File: src/dcrt_pkg.sv
// ----------------------------------------------------------------------------
// dcrt_pkg
// Shared types and constants of the duty-cycle relay timer.
// ----------------------------------------------------------------------------
package dcrt_pkg;

  localparam int unsigned CNT_W      = 26;
  localparam int unsigned LIM_W      = CNT_W + 1;
  localparam int unsigned CFG_IDX_W  = 3;
  localparam int unsigned CFG_DATA_W = 16;

  // Largest wrap limit and pulse length, one past the top count value.
  localparam logic [LIM_W-1:0] CNT_SPAN = LIM_W'(1) << CNT_W;

  typedef enum logic {
    OP_TICK     = 1'b0,
    OP_SET_MODE = 1'b1
  } opcode_e;

  typedef enum logic [1:0] {
    MODE_STOPPED = 2'd0,
    MODE_PAUSED  = 2'd1,
    MODE_RUNNING = 2'd2
  } mode_e;

  typedef enum logic [1:0] {
    OVR_NONE         = 2'd0,
    OVR_FORCE_OFF    = 2'd1,
    OVR_FORCE_ON     = 2'd2,
    OVR_FORCE_ON_ALT = 2'd3
  } override_e;

  typedef enum logic [CFG_IDX_W-1:0] {
    CFG_PERIOD_SECONDS        = 3'd0,
    CFG_PULSE_SECONDS         = 3'd1,
    CFG_TEMP_CONTROL_ENABLE   = 3'd2,
    CFG_TEMP_CONTROL_BLOCKING = 3'd3,
    CFG_RELAY_OVERRIDE        = 3'd4
  } cfg_idx_e;

  // Configuration as seen by the datapath, with the limits already in ticks.
  typedef struct packed {
    logic [LIM_W-1:0] wrap_limit;
    logic [LIM_W-1:0] pulse_limit;
    logic             temp_enable;
    logic             temp_blocking;
    logic [1:0]       relay_override;
  } dcrt_cfg_t;

  typedef struct packed {
    logic       opcode;
    logic [1:0] mode_req;
    logic       temp_demand;
    logic       sensor_ready;
  } in_item_t;

  typedef struct packed {
    logic             relay_on;
    logic [1:0]       mode_now;
    logic [CNT_W-1:0] elapsed_ms;
  } out_item_t;

endpackage

File: src/dcrt_if.sv
// ----------------------------------------------------------------------------
// dcrt_if
// Valid/ready channels of the duty-cycle relay timer: command words in,
// status words out.
// ----------------------------------------------------------------------------
interface dcrt_in_if;
  logic       valid;
  logic       ready;
  logic       opcode;
  logic [1:0] mode_req;
  logic       temp_demand;
  logic       sensor_ready;

  modport source (output valid, opcode, mode_req, temp_demand, sensor_ready,
                  input ready);
  modport sink (input valid, opcode, mode_req, temp_demand, sensor_ready,
                output ready);
endinterface

interface dcrt_out_if;
  logic        valid;
  logic        ready;
  logic        relay_on;
  logic [1:0]  mode_now;
  logic [25:0] elapsed_ms;

  modport source (output valid, relay_on, mode_now, elapsed_ms, input ready);
  modport sink (input valid, relay_on, mode_now, elapsed_ms, output ready);
endinterface

File: src/dcrt_cfg.sv
// ----------------------------------------------------------------------------
// dcrt_cfg
// Configuration registers. Period and pulse are scaled to ticks and clamped
// to the counter span as they are written.
// ----------------------------------------------------------------------------
module dcrt_cfg #(
  parameter int unsigned TICKS_PER_SECOND = 1000
) (
  input  logic                             clk_i,
  input  logic                             rst_ni,
  input  logic                             cfg_we_i,
  input  logic [dcrt_pkg::CFG_IDX_W-1:0]   cfg_idx_i,
  input  logic [dcrt_pkg::CFG_DATA_W-1:0]  cfg_wdata_i,
  output dcrt_pkg::dcrt_cfg_t              cfg_o
);
  import dcrt_pkg::*;

  localparam int unsigned TPS_W  = $clog2(TICKS_PER_SECOND + 1);
  localparam int unsigned RAW_W  = CFG_DATA_W + TPS_W;
  localparam int unsigned PROD_W = (RAW_W > LIM_W) ? RAW_W : LIM_W;

  localparam longint unsigned SPAN_L     = longint'(1) << CNT_W;
  localparam longint unsigned WRAP_RAW   = 64'(60) * 64'(TICKS_PER_SECOND);
  localparam longint unsigned PULSE_RAW  = 64'(30) * 64'(TICKS_PER_SECOND);
  localparam logic [LIM_W-1:0] WRAP_RST  =
    LIM_W'((WRAP_RAW > SPAN_L) ? SPAN_L : WRAP_RAW);
  localparam logic [LIM_W-1:0] PULSE_RST =
    LIM_W'((PULSE_RAW > SPAN_L) ? SPAN_L : PULSE_RAW);

  logic [PROD_W-1:0] ticks_prod;
  logic [LIM_W-1:0]  ticks_lim;
  dcrt_cfg_t         cfg_q, cfg_d;

  // One multiplier serves both period and pulse writes.
  assign ticks_prod = PROD_W'(cfg_wdata_i) * PROD_W'(TICKS_PER_SECOND);
  assign ticks_lim  = (ticks_prod > PROD_W'(CNT_SPAN)) ? CNT_SPAN
                                                         : ticks_prod[LIM_W-1:0];

  always_comb begin
    cfg_d = cfg_q;
    if (cfg_we_i) begin
      case (cfg_idx_e'(cfg_idx_i))
        CFG_PERIOD_SECONDS:        cfg_d.wrap_limit     = ticks_lim;
        CFG_PULSE_SECONDS:         cfg_d.pulse_limit    = ticks_lim;
        CFG_TEMP_CONTROL_ENABLE:   cfg_d.temp_enable    = cfg_wdata_i[0];
        CFG_TEMP_CONTROL_BLOCKING: cfg_d.temp_blocking  = cfg_wdata_i[0];
        CFG_RELAY_OVERRIDE:        cfg_d.relay_override = cfg_wdata_i[1:0];
        default:                   cfg_d = cfg_q;
      endcase
    end
  end

  always_ff @(posedge clk_i or negedge rst_ni) begin
    if (!rst_ni) begin
      cfg_q.wrap_limit     <= WRAP_RST;
      cfg_q.pulse_limit    <= PULSE_RST;
      cfg_q.temp_enable    <= 1'b0;
      cfg_q.temp_blocking  <= 1'b0;
      cfg_q.relay_override <= OVR_NONE;
    end else begin
      cfg_q <= cfg_d;
    end
  end

  assign cfg_o = cfg_q;

endmodule

File: src/duty_cycle_relay_timer_unit.sv
// ----------------------------------------------------------------------------
// duty_cycle_relay_timer_unit
// Duty-cycle relay timer: millisecond ticks and run-mode commands drive a
// cycle counter and a relay output, one status word per command word.
//
//   channel  dir  handshake     word
//   in_i     in   valid/ready   opcode, mode_req, temp_demand, sensor_ready
//   res_o    out  valid/ready   relay_on, mode_now, elapsed_ms
//   cfg      in   cfg_we_i      cfg_idx_i, cfg_wdata_i (write only)
//
// A word is registered on acceptance and its status word is registered when
// it moves on; one word is taken every cycle while the output is not stalled.
// The counter, mode and relay state update in the cycle a word leaves the
// input register, so each word sees the state left by the one before it.
// A stalled output holds its word and the input register fills behind it.
// Reset leaves the timer stopped with the counter at zero and the relay off.
// ----------------------------------------------------------------------------
module duty_cycle_relay_timer_unit #(
  parameter int unsigned TICKS_PER_SECOND = 1000
) (
  input  logic                             clk_i,
  input  logic                             rst_ni,
  dcrt_in_if.sink                          in_i,
  dcrt_out_if.source                       res_o,
  input  logic                             cfg_we_i,
  input  logic [dcrt_pkg::CFG_IDX_W-1:0]   cfg_idx_i,
  input  logic [dcrt_pkg::CFG_DATA_W-1:0]  cfg_wdata_i
);
  import dcrt_pkg::*;

  dcrt_cfg_t        cfg;
  logic             in_vld_q, in_vld_d;
  in_item_t         in_item_q, in_item_d;
  logic             out_vld_q, out_vld_d;
  out_item_t        out_item_q, out_item_d;
  mode_e            mode_q, mode_d;
  logic [CNT_W-1:0] cnt_q, cnt_d;
  logic             relay_q, relay_d;
  logic             advance, process;
  logic [CNT_W-1:0] cnt_inc, cnt_tick;
  logic             cmd_valid;

  dcrt_cfg #(
    .TICKS_PER_SECOND(TICKS_PER_SECOND)
  ) u_cfg (
    .clk_i      (clk_i),
    .rst_ni     (rst_ni),
    .cfg_we_i   (cfg_we_i),
    .cfg_idx_i  (cfg_idx_i),
    .cfg_wdata_i(cfg_wdata_i),
    .cfg_o      (cfg)
  );

  assign advance    = !out_vld_q || res_o.ready;
  assign process    = in_vld_q && advance;
  assign in_i.ready = !in_vld_q || advance;

  always_comb begin
    in_item_d.opcode       = in_i.opcode;
    in_item_d.mode_req     = in_i.mode_req;
    in_item_d.temp_demand  = in_i.temp_demand;
    in_item_d.sensor_ready = in_i.sensor_ready;
    if (in_i.valid && in_i.ready) begin
      in_vld_d = 1'b1;
    end else if (process) begin
      in_vld_d = 1'b0;
    end else begin
      in_vld_d = in_vld_q;
    end
  end

  // Counter step for a running tick; it wraps to zero at the period limit.
  assign cnt_inc  = cnt_q + CNT_W'(1);
  assign cnt_tick = ({1'b0, cnt_inc} >= cfg.wrap_limit) ? '0 : cnt_inc;

  // Mode code three and a command to the current mode change nothing.
  assign cmd_valid = (in_item_q.mode_req == MODE_STOPPED ||
                      in_item_q.mode_req == MODE_PAUSED  ||
                      in_item_q.mode_req == MODE_RUNNING) &&
                     (in_item_q.mode_req != mode_q);

  always_comb begin
    mode_d  = mode_q;
    cnt_d   = cnt_q;
    relay_d = relay_q;
    if (process) begin
      case (opcode_e'(in_item_q.opcode))
        OP_SET_MODE: begin
          if (cmd_valid) begin
            if (in_item_q.mode_req == MODE_STOPPED || mode_q == MODE_STOPPED) begin
              cnt_d = '0;
            end
            mode_d = mode_e'(in_item_q.mode_req);
          end
        end
        OP_TICK: begin
          case (mode_q)
            MODE_RUNNING: begin
              cnt_d = cnt_tick;
              if (cfg.relay_override != OVR_NONE) begin
                relay_d = cfg.relay_override[1];
              end else if (cfg.temp_enable && cfg.temp_blocking &&
                           in_item_q.sensor_ready) begin
                relay_d = in_item_q.temp_demand;
              end else begin
                relay_d = ({1'b0, cnt_tick} < cfg.pulse_limit) ||
                          in_item_q.temp_demand;
              end
            end
            MODE_STOPPED: relay_d = 1'b0;
            default:      relay_d = relay_q;
          endcase
        end
        default: mode_d = mode_q;
      endcase
    end
  end

  always_comb begin
    out_item_d.relay_on   = relay_d;
    out_item_d.mode_now   = mode_d;
    out_item_d.elapsed_ms = cnt_d;
    if (process) begin
      out_vld_d = 1'b1;
    end else if (res_o.ready) begin
      out_vld_d = 1'b0;
    end else begin
      out_vld_d = out_vld_q;
    end
  end

  always_ff @(posedge clk_i or negedge rst_ni) begin
    if (!rst_ni) begin
      in_vld_q  <= 1'b0;
      out_vld_q <= 1'b0;
      mode_q    <= MODE_STOPPED;
      cnt_q     <= '0;
      relay_q   <= 1'b0;
    end else begin
      in_vld_q  <= in_vld_d;
      out_vld_q <= out_vld_d;
      mode_q    <= mode_d;
      cnt_q     <= cnt_d;
      relay_q   <= relay_d;
    end
  end

  always_ff @(posedge clk_i) begin
    if (in_i.valid && in_i.ready) begin
      in_item_q <= in_item_d;
    end
    if (process) begin
      out_item_q <= out_item_d;
    end
  end

  assign res_o.valid      = out_vld_q;
  assign res_o.relay_on   = out_item_q.relay_on;
  assign res_o.mode_now   = out_item_q.mode_now;
  assign res_o.elapsed_ms = out_item_q.elapsed_ms;

endmodule

File: src/flat_wrapper.sv
// flat-port wrapper written by rule: the top's interface ports become plain ports
module duty_cycle_relay_timer_unit_flat import dcrt_pkg::*;
#(
  parameter int unsigned TICKS_PER_SECOND = 1000
)
  (clk_i, rst_ni, cfg_we_i, cfg_idx_i, cfg_wdata_i, in_i_valid, in_i_opcode, in_i_mode_req, in_i_temp_demand, in_i_sensor_ready, in_i_ready, res_o_valid, res_o_relay_on, res_o_mode_now, res_o_elapsed_ms, res_o_ready);
  dcrt_in_if in_i_i ();
  dcrt_out_if res_o_i ();
  input  logic clk_i;
  input  logic rst_ni;
  input  logic cfg_we_i;
  input  logic [dcrt_pkg::CFG_IDX_W-1:0] cfg_idx_i;
  input  logic [dcrt_pkg::CFG_DATA_W-1:0] cfg_wdata_i;
  input wire logic [$bits(in_i_i.valid)-1:0] in_i_valid;
  input wire logic [$bits(in_i_i.opcode)-1:0] in_i_opcode;
  input wire logic [$bits(in_i_i.mode_req)-1:0] in_i_mode_req;
  input wire logic [$bits(in_i_i.temp_demand)-1:0] in_i_temp_demand;
  input wire logic [$bits(in_i_i.sensor_ready)-1:0] in_i_sensor_ready;
  output wire logic [$bits(in_i_i.ready)-1:0] in_i_ready;
  output wire logic [$bits(res_o_i.valid)-1:0] res_o_valid;
  output wire logic [$bits(res_o_i.relay_on)-1:0] res_o_relay_on;
  output wire logic [$bits(res_o_i.mode_now)-1:0] res_o_mode_now;
  output wire logic [$bits(res_o_i.elapsed_ms)-1:0] res_o_elapsed_ms;
  input wire logic [$bits(res_o_i.ready)-1:0] res_o_ready;
  assign in_i_i.valid = in_i_valid;
  assign in_i_i.opcode = in_i_opcode;
  assign in_i_i.mode_req = in_i_mode_req;
  assign in_i_i.temp_demand = in_i_temp_demand;
  assign in_i_i.sensor_ready = in_i_sensor_ready;
  assign in_i_ready = in_i_i.ready;
  assign res_o_valid = res_o_i.valid;
  assign res_o_relay_on = res_o_i.relay_on;
  assign res_o_mode_now = res_o_i.mode_now;
  assign res_o_elapsed_ms = res_o_i.elapsed_ms;
  assign res_o_i.ready = res_o_ready;
  duty_cycle_relay_timer_unit #(.TICKS_PER_SECOND(TICKS_PER_SECOND)) u_core (.clk_i(clk_i), .rst_ni(rst_ni), .in_i(in_i_i), .res_o(res_o_i), .cfg_we_i(cfg_we_i), .cfg_idx_i(cfg_idx_i), .cfg_wdata_i(cfg_wdata_i));
endmodule
File: config.mk
export PLATFORM = sky130hd
export DESIGN_NAME = duty_cycle_relay_timer_unit_flat
export DESIGN_NICKNAME = d
export VERILOG_FILES = /design/src/dcrt_pkg.sv /design/src/dcrt_if.sv /design/src/dcrt_cfg.sv /design/src/duty_cycle_relay_timer_unit.sv /design/src/flat_wrapper.sv
export SDC_FILE = /design/constraint.sdc
export NUM_CORES = 1
export LEC_CHECK = 0
export ABC_AREA = 1
export BUFFER_PORTS_ARGS = -buffer_cell sky130_fd_sc_hd__buf_2
export CORE_MARGIN = 5
export CORE_UTILIZATION = 55
export DETAILED_ROUTE_END_ITERATION = 12
export GPL_ROUTABILITY_DRIVEN = 1
export GPL_TIMING_DRIVEN = 0
export HOLD_SLACK_MARGIN = 0.12
export PLACE_DENSITY = 0.86
export SYNTH_ARGS = -nofsm -noshare
export SYNTH_HDL_FRONTEND = slang
export SYNTH_SLANG_ARGS = --single-unit
export TNS_END_PERCENT = 5
File: constraint.sdc
create_clock -name clk_i -period 5.4 [get_ports clk_i]
set_input_delay 0.27 -clock clk_i [delete_from_list [all_inputs] [get_ports clk_i]]
set_output_delay 0.27 -clock clk_i [all_outputs]
set_load 0.1 [all_outputs]
# [After elaboration in Yosys (flattened, before gate mapping)]
# Index checks and enable logic that the tools add are counted.
[op_classes] add_sub_neg=1 multipliers=1 magnitude_cmp=3 eq_ne=8 mux=19 bitwise_logic=1 n_reduce_logical=24
[op_table] op="$mux W26" count=5
[op_table] op="$pmux W26 S2" count=1
[op_table] op="$ge A26 B27 Y1" count=1
[op_table] op="$gt A26 B27 Y1 const B" count=1
[op_table] op="$lt A26 B27 Y1" count=1
[op_table] op="$mux W27" count=1
[op_table] op="$add A26 B1 Y26 const B" count=1
[op_table] op="$mul A16 B7 Y23 const B" count=1
[op_table] op="$reduce_and A2 Y1" count=5
[op_table] op="$mux W1" count=8
[op_table] op="$eq A3 B2 Y1 const B" count=2
[op_table] op="$logic_or A1 B1 Y1" count=6
[op_table] op="$mux W2" count=3
[op_table] op="$reduce_bool A2 Y1" count=3
[op_table] op="$logic_and A1 B1 Y1" count=5
[op_table] op="$eq A2 B2 Y1 const B" count=2
[op_table] op="$logic_not A2 Y1" count=2
[op_table] op="$eq A3 B1 Y1 const B" count=1
[op_table] op="$eq A3 B3 Y1 const B" count=1
[op_table] op="$logic_not A3 Y1" count=1
[op_table] op="$eq A2 B1 Y1 const B" count=1
[op_table] op="$logic_not A1 Y1" count=2
[op_table] op="$ne A2 B2 Y1" count=1
[op_table] op="$pmux W1 S2" count=1
[op_table] op="$not A1 Y1" count=1
[totals] ff_bits=123 in_bits=29 output_inout_bits=31 elab_cells=74

# [Depth between registers and ports, before layout]
[logic_depth] ltp_word=10 mapped_depth=41 mapped_depth_nobuf=40

# [Hierarchy]
# A second synthesis with hierarchy kept.
[hier_totals] cells_unflattened=1204 hier_area_um2=9654.3
[modules_own_cells] mod="dcrt_cfg" instances=1 cells_per_inst=599 area_per_inst_um2=4959.8
[modules_own_cells] mod="duty_cycle_relay_timer_unit" instances=1 cells_per_inst=605 area_per_inst_um2=4694.5

# [Worst setup path after synthesis]
# No wires, ideal clock.
[synth_path] path_type="register -> register" start="register u_core.cnt_q[0]" end="register u_core.out_item_q (netlist bit u_core.res_o.relay_on), data pin" setup_time_ns=0.135 arrival_ns=4.243 required_ns=5.265 path_slack_ns=1.022 stages_incl_launch_ff=38 cell_sequence="dfrtp_1 -> ha_1 -> nand2_2 -> nor2_4 -> nand3_4 -> nor3_2 -> nand3_1 -> nor3_2 -> nand3_1 -> nor2_1 -> xor2_1 -> inv_1 -> ha_1 -> nand2_1 -> inv_1 -> nand2_1 -> nor2_1 -> nand2_1 -> (+2 left out) -> and2_1 -> nand2_1 -> inv_1 -> buf_4 -> nand2_2 -> inv_2 -> ha_1 -> a21oi_1 -> o21ai_0 -> nand3_1 -> nand2_1 -> a2111oi_0 -> nand2_1 -> nand2_1 -> nand2_1 -> nand2_1 -> nand2_1 -> nand2_1"
[synth_via] elab_chain_len=10
[synth_rtl] item="start, declared" line="duty_cycle_relay_timer_unit.sv:37" text="logic [CNT_W-1:0] cnt_q, cnt_d;"
[synth_rtl] item="start signal, assigned" line="duty_cycle_relay_timer_unit.sv:143" text="cnt_q <= cnt_d;"
[synth_rtl] item="$add A26 B1 Y26 (*)" line="duty_cycle_relay_timer_unit.sv:73" text="assign cnt_inc = cnt_q + CNT_W'(1);"
[synth_rtl] item="$ge A26 B27 Y1" line="duty_cycle_relay_timer_unit.sv:74" text="assign cnt_tick = ({1'b0, cnt_inc} >= cfg.wrap_limit) ? '0 : cnt_inc;"
[synth_rtl] item="$mux W26 (*)" line="duty_cycle_relay_timer_unit.sv:74"
[synth_rtl] item="$lt A26 B27 Y1 (*)" line="duty_cycle_relay_timer_unit.sv:106" text="relay_d = ({1'b0, cnt_tick} < cfg.pulse_limit) ||"
[synth_rtl] item="$logic_or A1 B1 Y1 (*)" line="duty_cycle_relay_timer_unit.sv:106"
[synth_rtl] item="$mux W1 (*)" line="duty_cycle_relay_timer_unit.sv:102" text="end else if (cfg.temp_enable && cfg.temp_blocking &&"
[synth_rtl] item="$mux W1 (*)" line="duty_cycle_relay_timer_unit.sv:100" text="if (cfg.relay_override != OVR_NONE) begin"
[synth_rtl] item="$pmux W1 S2 (*)" line="duty_cycle_relay_timer_unit.sv:97" text="case (mode_q)"
[synth_rtl] item="$mux W1 (*)" line="duty_cycle_relay_timer_unit.sv:87" text="case (opcode_e'(in_item_q.opcode))"
[synth_rtl] item="$mux W1 (*)" line="duty_cycle_relay_timer_unit.sv:86" text="if (process) begin"
[synth_rtl] item="via u_core.relay_d" line="duty_cycle_relay_timer_unit.sv:38" text="logic relay_q, relay_d;"
[synth_rtl] item="end signal, assigned" line="duty_cycle_relay_timer_unit.sv:153" text="out_item_q <= out_item_d;"
[synth_rtl] item="end, declared" line="duty_cycle_relay_timer_unit.sv:35" text="out_item_t out_item_q, out_item_d;"
# Mark *: on every way through the listed nets, which the timed path passes. The rest lies on a longest branch.
# A chain may end at the register's enable or synchronous reset.

# [Worst setup path after layout]
[layout_path] start="register u_core.cnt_q[1]" end="register u_core.out_item_q (netlist bit u_core.res_o.relay_on), data pin"
# Same word-level chain as after synthesis.

==> run summary <==
======================================================================================================
Count of unresolved DRC violations after routing ........................................            0
All-layer global routing usage ..........................................................        23.7%
Worst path max stage delay ..............................................................      0.38 ns
Drt pass-1 iters ........................................................................            5
Design area .............................................................................   10,300 um2
Setup TNS ...............................................................................         0 ns
Count of filler cells inserted in the layout ............................................        1,184
Worst Setup Start Kind ..................................................................     register
Die Height ..............................................................................       137 um
RD Place Congestion .....................................................................        0.948
# IOs ...................................................................................           60
Worst-case setup margin in the final layout .............................................     0.166 ns
Status .................................................................................. finished clean
Share of the clock period used by the worst path after layout ...........................        96.9%
Maximum number of buffers from clock root to sink .......................................            2
Via count ...............................................................................        7,340
Cell count after placement ..............................................................        1,264
Area after DPL ..........................................................................     9410 um2
Dominant delay contributor by cell family on the critical path .......................... simple AND/OR/NAND/NOR gates
Residual overflow from global routing ...................................................            0
Antenna violations before repair ........................................................            0
Crit path DAT ...........................................................................      5.52 ns
Number of pins exceeding their max-slew limit in the final report .......................            0
Wire length of the first global-routing pass ............................................    34,800 um
Peak supply drop ........................................................................       291 uV
Routed wire per std cell ................................................................      16.3 um
Pin count of the biggest net entering global routing ....................................           47
First DRT Iteration DRCs ................................................................          664
Setup crit end kind .....................................................................     register
Category of the critical setup timing path .............................................. register to register
Die Area ................................................................................   18,600 um2
Synthesized netlist net count ...........................................................        1,170
Count of endpoints failing hold in the final timing report ..............................            0
Leading cell type in the layout, fill and taps excluded ................................. sky130_fd_sc_hd__nand2_1
Clock net sink count ....................................................................          115
Critical path buffer and inverter count .................................................            6
Total of max-cap violations .............................................................            0
Number of buffers inserted during clock tree synthesis ..................................           17
Slowest cell on the critical path ....................................................... sky130_fd_sc_hd__a2111oi_2
Final setup skew ........................................................................   0.00990 ns
Detailed placer's ending HPWL ...........................................................    15,800 um
Top layer used by detailed routing ......................................................         met4
Drt via density .........................................................................         5.58
Cell repeated most along the worst path ................................................. sky130_fd_sc_hd__nand2_1
Critical path required time .............................................................      5.69 ns
Power per Cell Area .....................................................................   639 nW/um2
Latest clock arrival within the worst-skew pair .........................................      0.43 ns
Mean area per synthesized cell ..........................................................     8.92 um2
Antenna diode instance count ............................................................            0
Seq cells post-synth ....................................................................          115
H-tree lvl count ........................................................................            4
Count of synthesis-stage warnings from yosys ............................................            0
Post-synth ARST share ...................................................................        70.4%
Fraction of layout cells with a size suffix above 1 .....................................        15.7%
Core Rows ...............................................................................           46
Area inside the core boundary ...........................................................   15,800 um2
Placement Setup Slack ...................................................................  -0.00366 ns
Routed length on met3 ...................................................................      1240 um
Class of the tightest hold or removal check ............................................. primary input to register
Slew HR .................................................................................        24.0%
Count of different cell masters after synthesis .........................................           49
Total Routed Length .....................................................................    21,500 um
Vias in the first global route ..........................................................        7,339
Clock transition at the register clock pins on the worst setup and hold paths after CTS .      0.05 ns
Fraction of the yosys area taken by sequential cells ....................................        34.8%
Layout-stage area growth over the synthesis result ......................................        16.7%
Antenna-violating nets left .............................................................            0
Effective utilization at floorplan ......................................................        55.7%
Clk Tree Root Cell ...................................................................... sky130_fd_sc_hd__clkbuf_16
Most used DFF post-synth ................................................................ sky130_fd_sc_hd__dfrtp_1
Highest net fanout along the worst path .................................................            6
Worst-Margin Slew .......................................................................      1.14 ns
Die Span X ..............................................................................       137 um
Max frequency ...........................................................................    0.191 GHz
Number of enable-type register cells in the synthesized netlist .........................           34
Post-Route Utilization ..................................................................        65.0%
Highest-count cells in the layout ignoring fill and taps ................................ sky130_fd_sc_hd__nand2_1 (169), sky130_fd_sc_hd__inv_1 (159), sky130_fd_sc_hd__ha_1 (97)
Final std cells w/o fill ................................................................        1,315
Leakage power of the design .............................................................   0.00506 uW
Routed metal-1 wire length ..............................................................      8820 um
CTS tree ................................................................................        built
Routed length on met2 ...................................................................    10,700 um
Cells after Synth .......................................................................          988
Post-synthesis cell area ................................................................     8810 um2
Fin crit period .........................................................................      5.23 ns
Final #Nets .............................................................................        1,268
Final count of negative-setup-slack endpoints ...........................................            0
I/O Buffers .............................................................................           59
======================================================================================================
[worst register-to-register path, delay by kind of cell (launching register included)]
kind / cells / cell delay, ns
AND/OR/NAND/NOR: 25 / 2.73
adder cells (fa/ha/maj): 3 / 0.84
AO/OA/AOI/OAI: 3 / 0.62
buffers and inverters: 6 / 0.56
flip-flops: 1 / 0.37
[cell usage after synthesis (2+ instances only)]
cell type                  count  area (um2)
sky130_fd_sc_hd__nand3_1      28         140
sky130_fd_sc_hd__nand2_1     172         646
sky130_fd_sc_hd__inv_1       161         604
sky130_fd_sc_hd__nand3_2       2        20.0
sky130_fd_sc_hd__o21ai_1       7        35.0
sky130_fd_sc_hd__and3_1        2        12.5
sky130_fd_sc_hd__inv_2         5        18.8
sky130_fd_sc_hd__edfxtp_1     34        1020
sky130_fd_sc_hd__nor3_1        9        45.0
sky130_fd_sc_hd__xnor2_1       6        52.6
sky130_fd_sc_hd__nand2_2       5        31.3
sky130_fd_sc_hd__a31oi_1       3        18.8
sky130_fd_sc_hd__o22ai_1      21         131
sky130_fd_sc_hd__nor4_2        2        25.0
sky130_fd_sc_hd__a21o_1        4        30.0
sky130_fd_sc_hd__clkbuf_1     15        56.3
sky130_fd_sc_hd__nor2_2        6        37.5
sky130_fd_sc_hd__buf_4         2        15.0
sky130_fd_sc_hd__dfstp_2      14         368
sky130_fd_sc_hd__nand4_1      14        87.6
sky130_fd_sc_hd__xor2_1       25         219
sky130_fd_sc_hd__a21oi_1      47         235
sky130_fd_sc_hd__nor3_2        4        40.0
sky130_fd_sc_hd__dfrtp_1      67        1680
sky130_fd_sc_hd__o31ai_1       2        15.0
sky130_fd_sc_hd__ha_1         99        1240
sky130_fd_sc_hd__a21oi_2       2        17.5
sky130_fd_sc_hd__nor4_1        2        12.5
sky130_fd_sc_hd__nor2_1       63         236
sky130_fd_sc_hd__fa_1         54        1080
sky130_fd_sc_hd__nor2_4        4        45.0
sky130_fd_sc_hd__and2_1        2        12.5
sky130_fd_sc_hd__o21ai_0      89         445
[routing by layer]
metal	vias to the layer above	global-route usage [%]
met3	74	3.31
met5	-	0
met2	324	40.0
met4	0	11.9
met1	3477	29.9
li1	3465	-
[where the power goes]
part / switching, uW / internal [uW] / total (uW)
clock: 395 / 740 / 1130
combinational: 2610 / 1340 / 3950
sequential: 216 / 1280 / 1490
total: 3220 / 3360 / 6580
[final timing paths]
| kind | start | to | cells past startpoint | slack [ns] |
|---|---|---|---|---|
| min | res_o_ready | u_core.res_o.valid$_DFFE_PN0P_ | 4 | 0.13 |
| min reg2reg | u_core.u_cfg.cfg_o[52]$_DFFE_PN0P_ | u_core.u_cfg.cfg_o[52]$_DFFE_PN0P_ | 2 | 0.48 |
| min in group asynchronous | rst_ni | u_core.cnt_q[18]$_DFF_PN0_ | 2 | 0.35 |
| max in group asynchronous | rst_ni | u_core.u_cfg.cfg_o[37]$_DFFE_PN1P_ | 3 | 4.39 |
| max reg2reg | u_core.cnt_q[1]$_DFF_PN0_ | u_core.res_o.relay_on$_DFFE_PP_ | 37 | 0.17 |
| max | u_core.cnt_q[1]$_DFF_PN0_ | u_core.res_o.relay_on$_DFFE_PP_ | 37 | 0.17 |
[sequential cells by signal, summed over array words and instances (netlist names)]
signal	flops
u_core.res_o.mode_now	2
u_core.u_cfg.cfg_o	50
u_core.in_vld_q	1
u_core.cnt_q	26
u_core.res_o.valid	1
u_core.relay_q	1
u_core.in_item_q	5
u_core.res_o.elapsed_ms	26
u_core.mode_q	2
u_core.res_o.relay_on	1
[cell type report]
| class | instances | area, um2 | share of cell area, % |
|---|---|---|---|
| sequential | 115 | 3070 | 29.8 |
| tap | 216 | 270 | 2.63 |
| multi-input combinational | 688 | 5140 | 49.9 |
| buffer | 19 | 90.1 | 0.876 |
| timing repair buffer | 79 | 498 | 4.84 |
| inverter | 166 | 623 | 6.06 |
| clock buffer | 24 | 503 | 4.89 |
| clock inverter | 8 | 96.3 | 0.937 |
[per-stage QoR]
step / hold WS, ns / total power (uW)
floorplan: -0.0256 / 4250
global placement: 0.448 / 4940
detailed placement: 0.255 / 5090
CTS: 0.130 / 6310
global route: 0.174 / 7080
finish: 0.129 / 6580
[repair_timing]
action                     CTS  global route
gates resized for setup      3            25
setup endpoints to repair    2             2
hold endpoints to repair    33             0
pin swaps                    0            13
hold buffers                 7             0
setup buffers                0            12
[cell families (layout without fill, tap and decap cells)]
family	Yosys count	in the layout	synth area share, %
flip-flops	115	115	34.8
XOR/XNOR	31	31	3.08
AND/OR/NAND/NOR	320	320	16.4
buffers and inverters	185	296	7.98
AO/OA/AOI/OAI	184	184	11.4
adder cells (fa/ha/maj)	153	153	26.3
No activity file was read; power rests on OpenSTA's default activity.
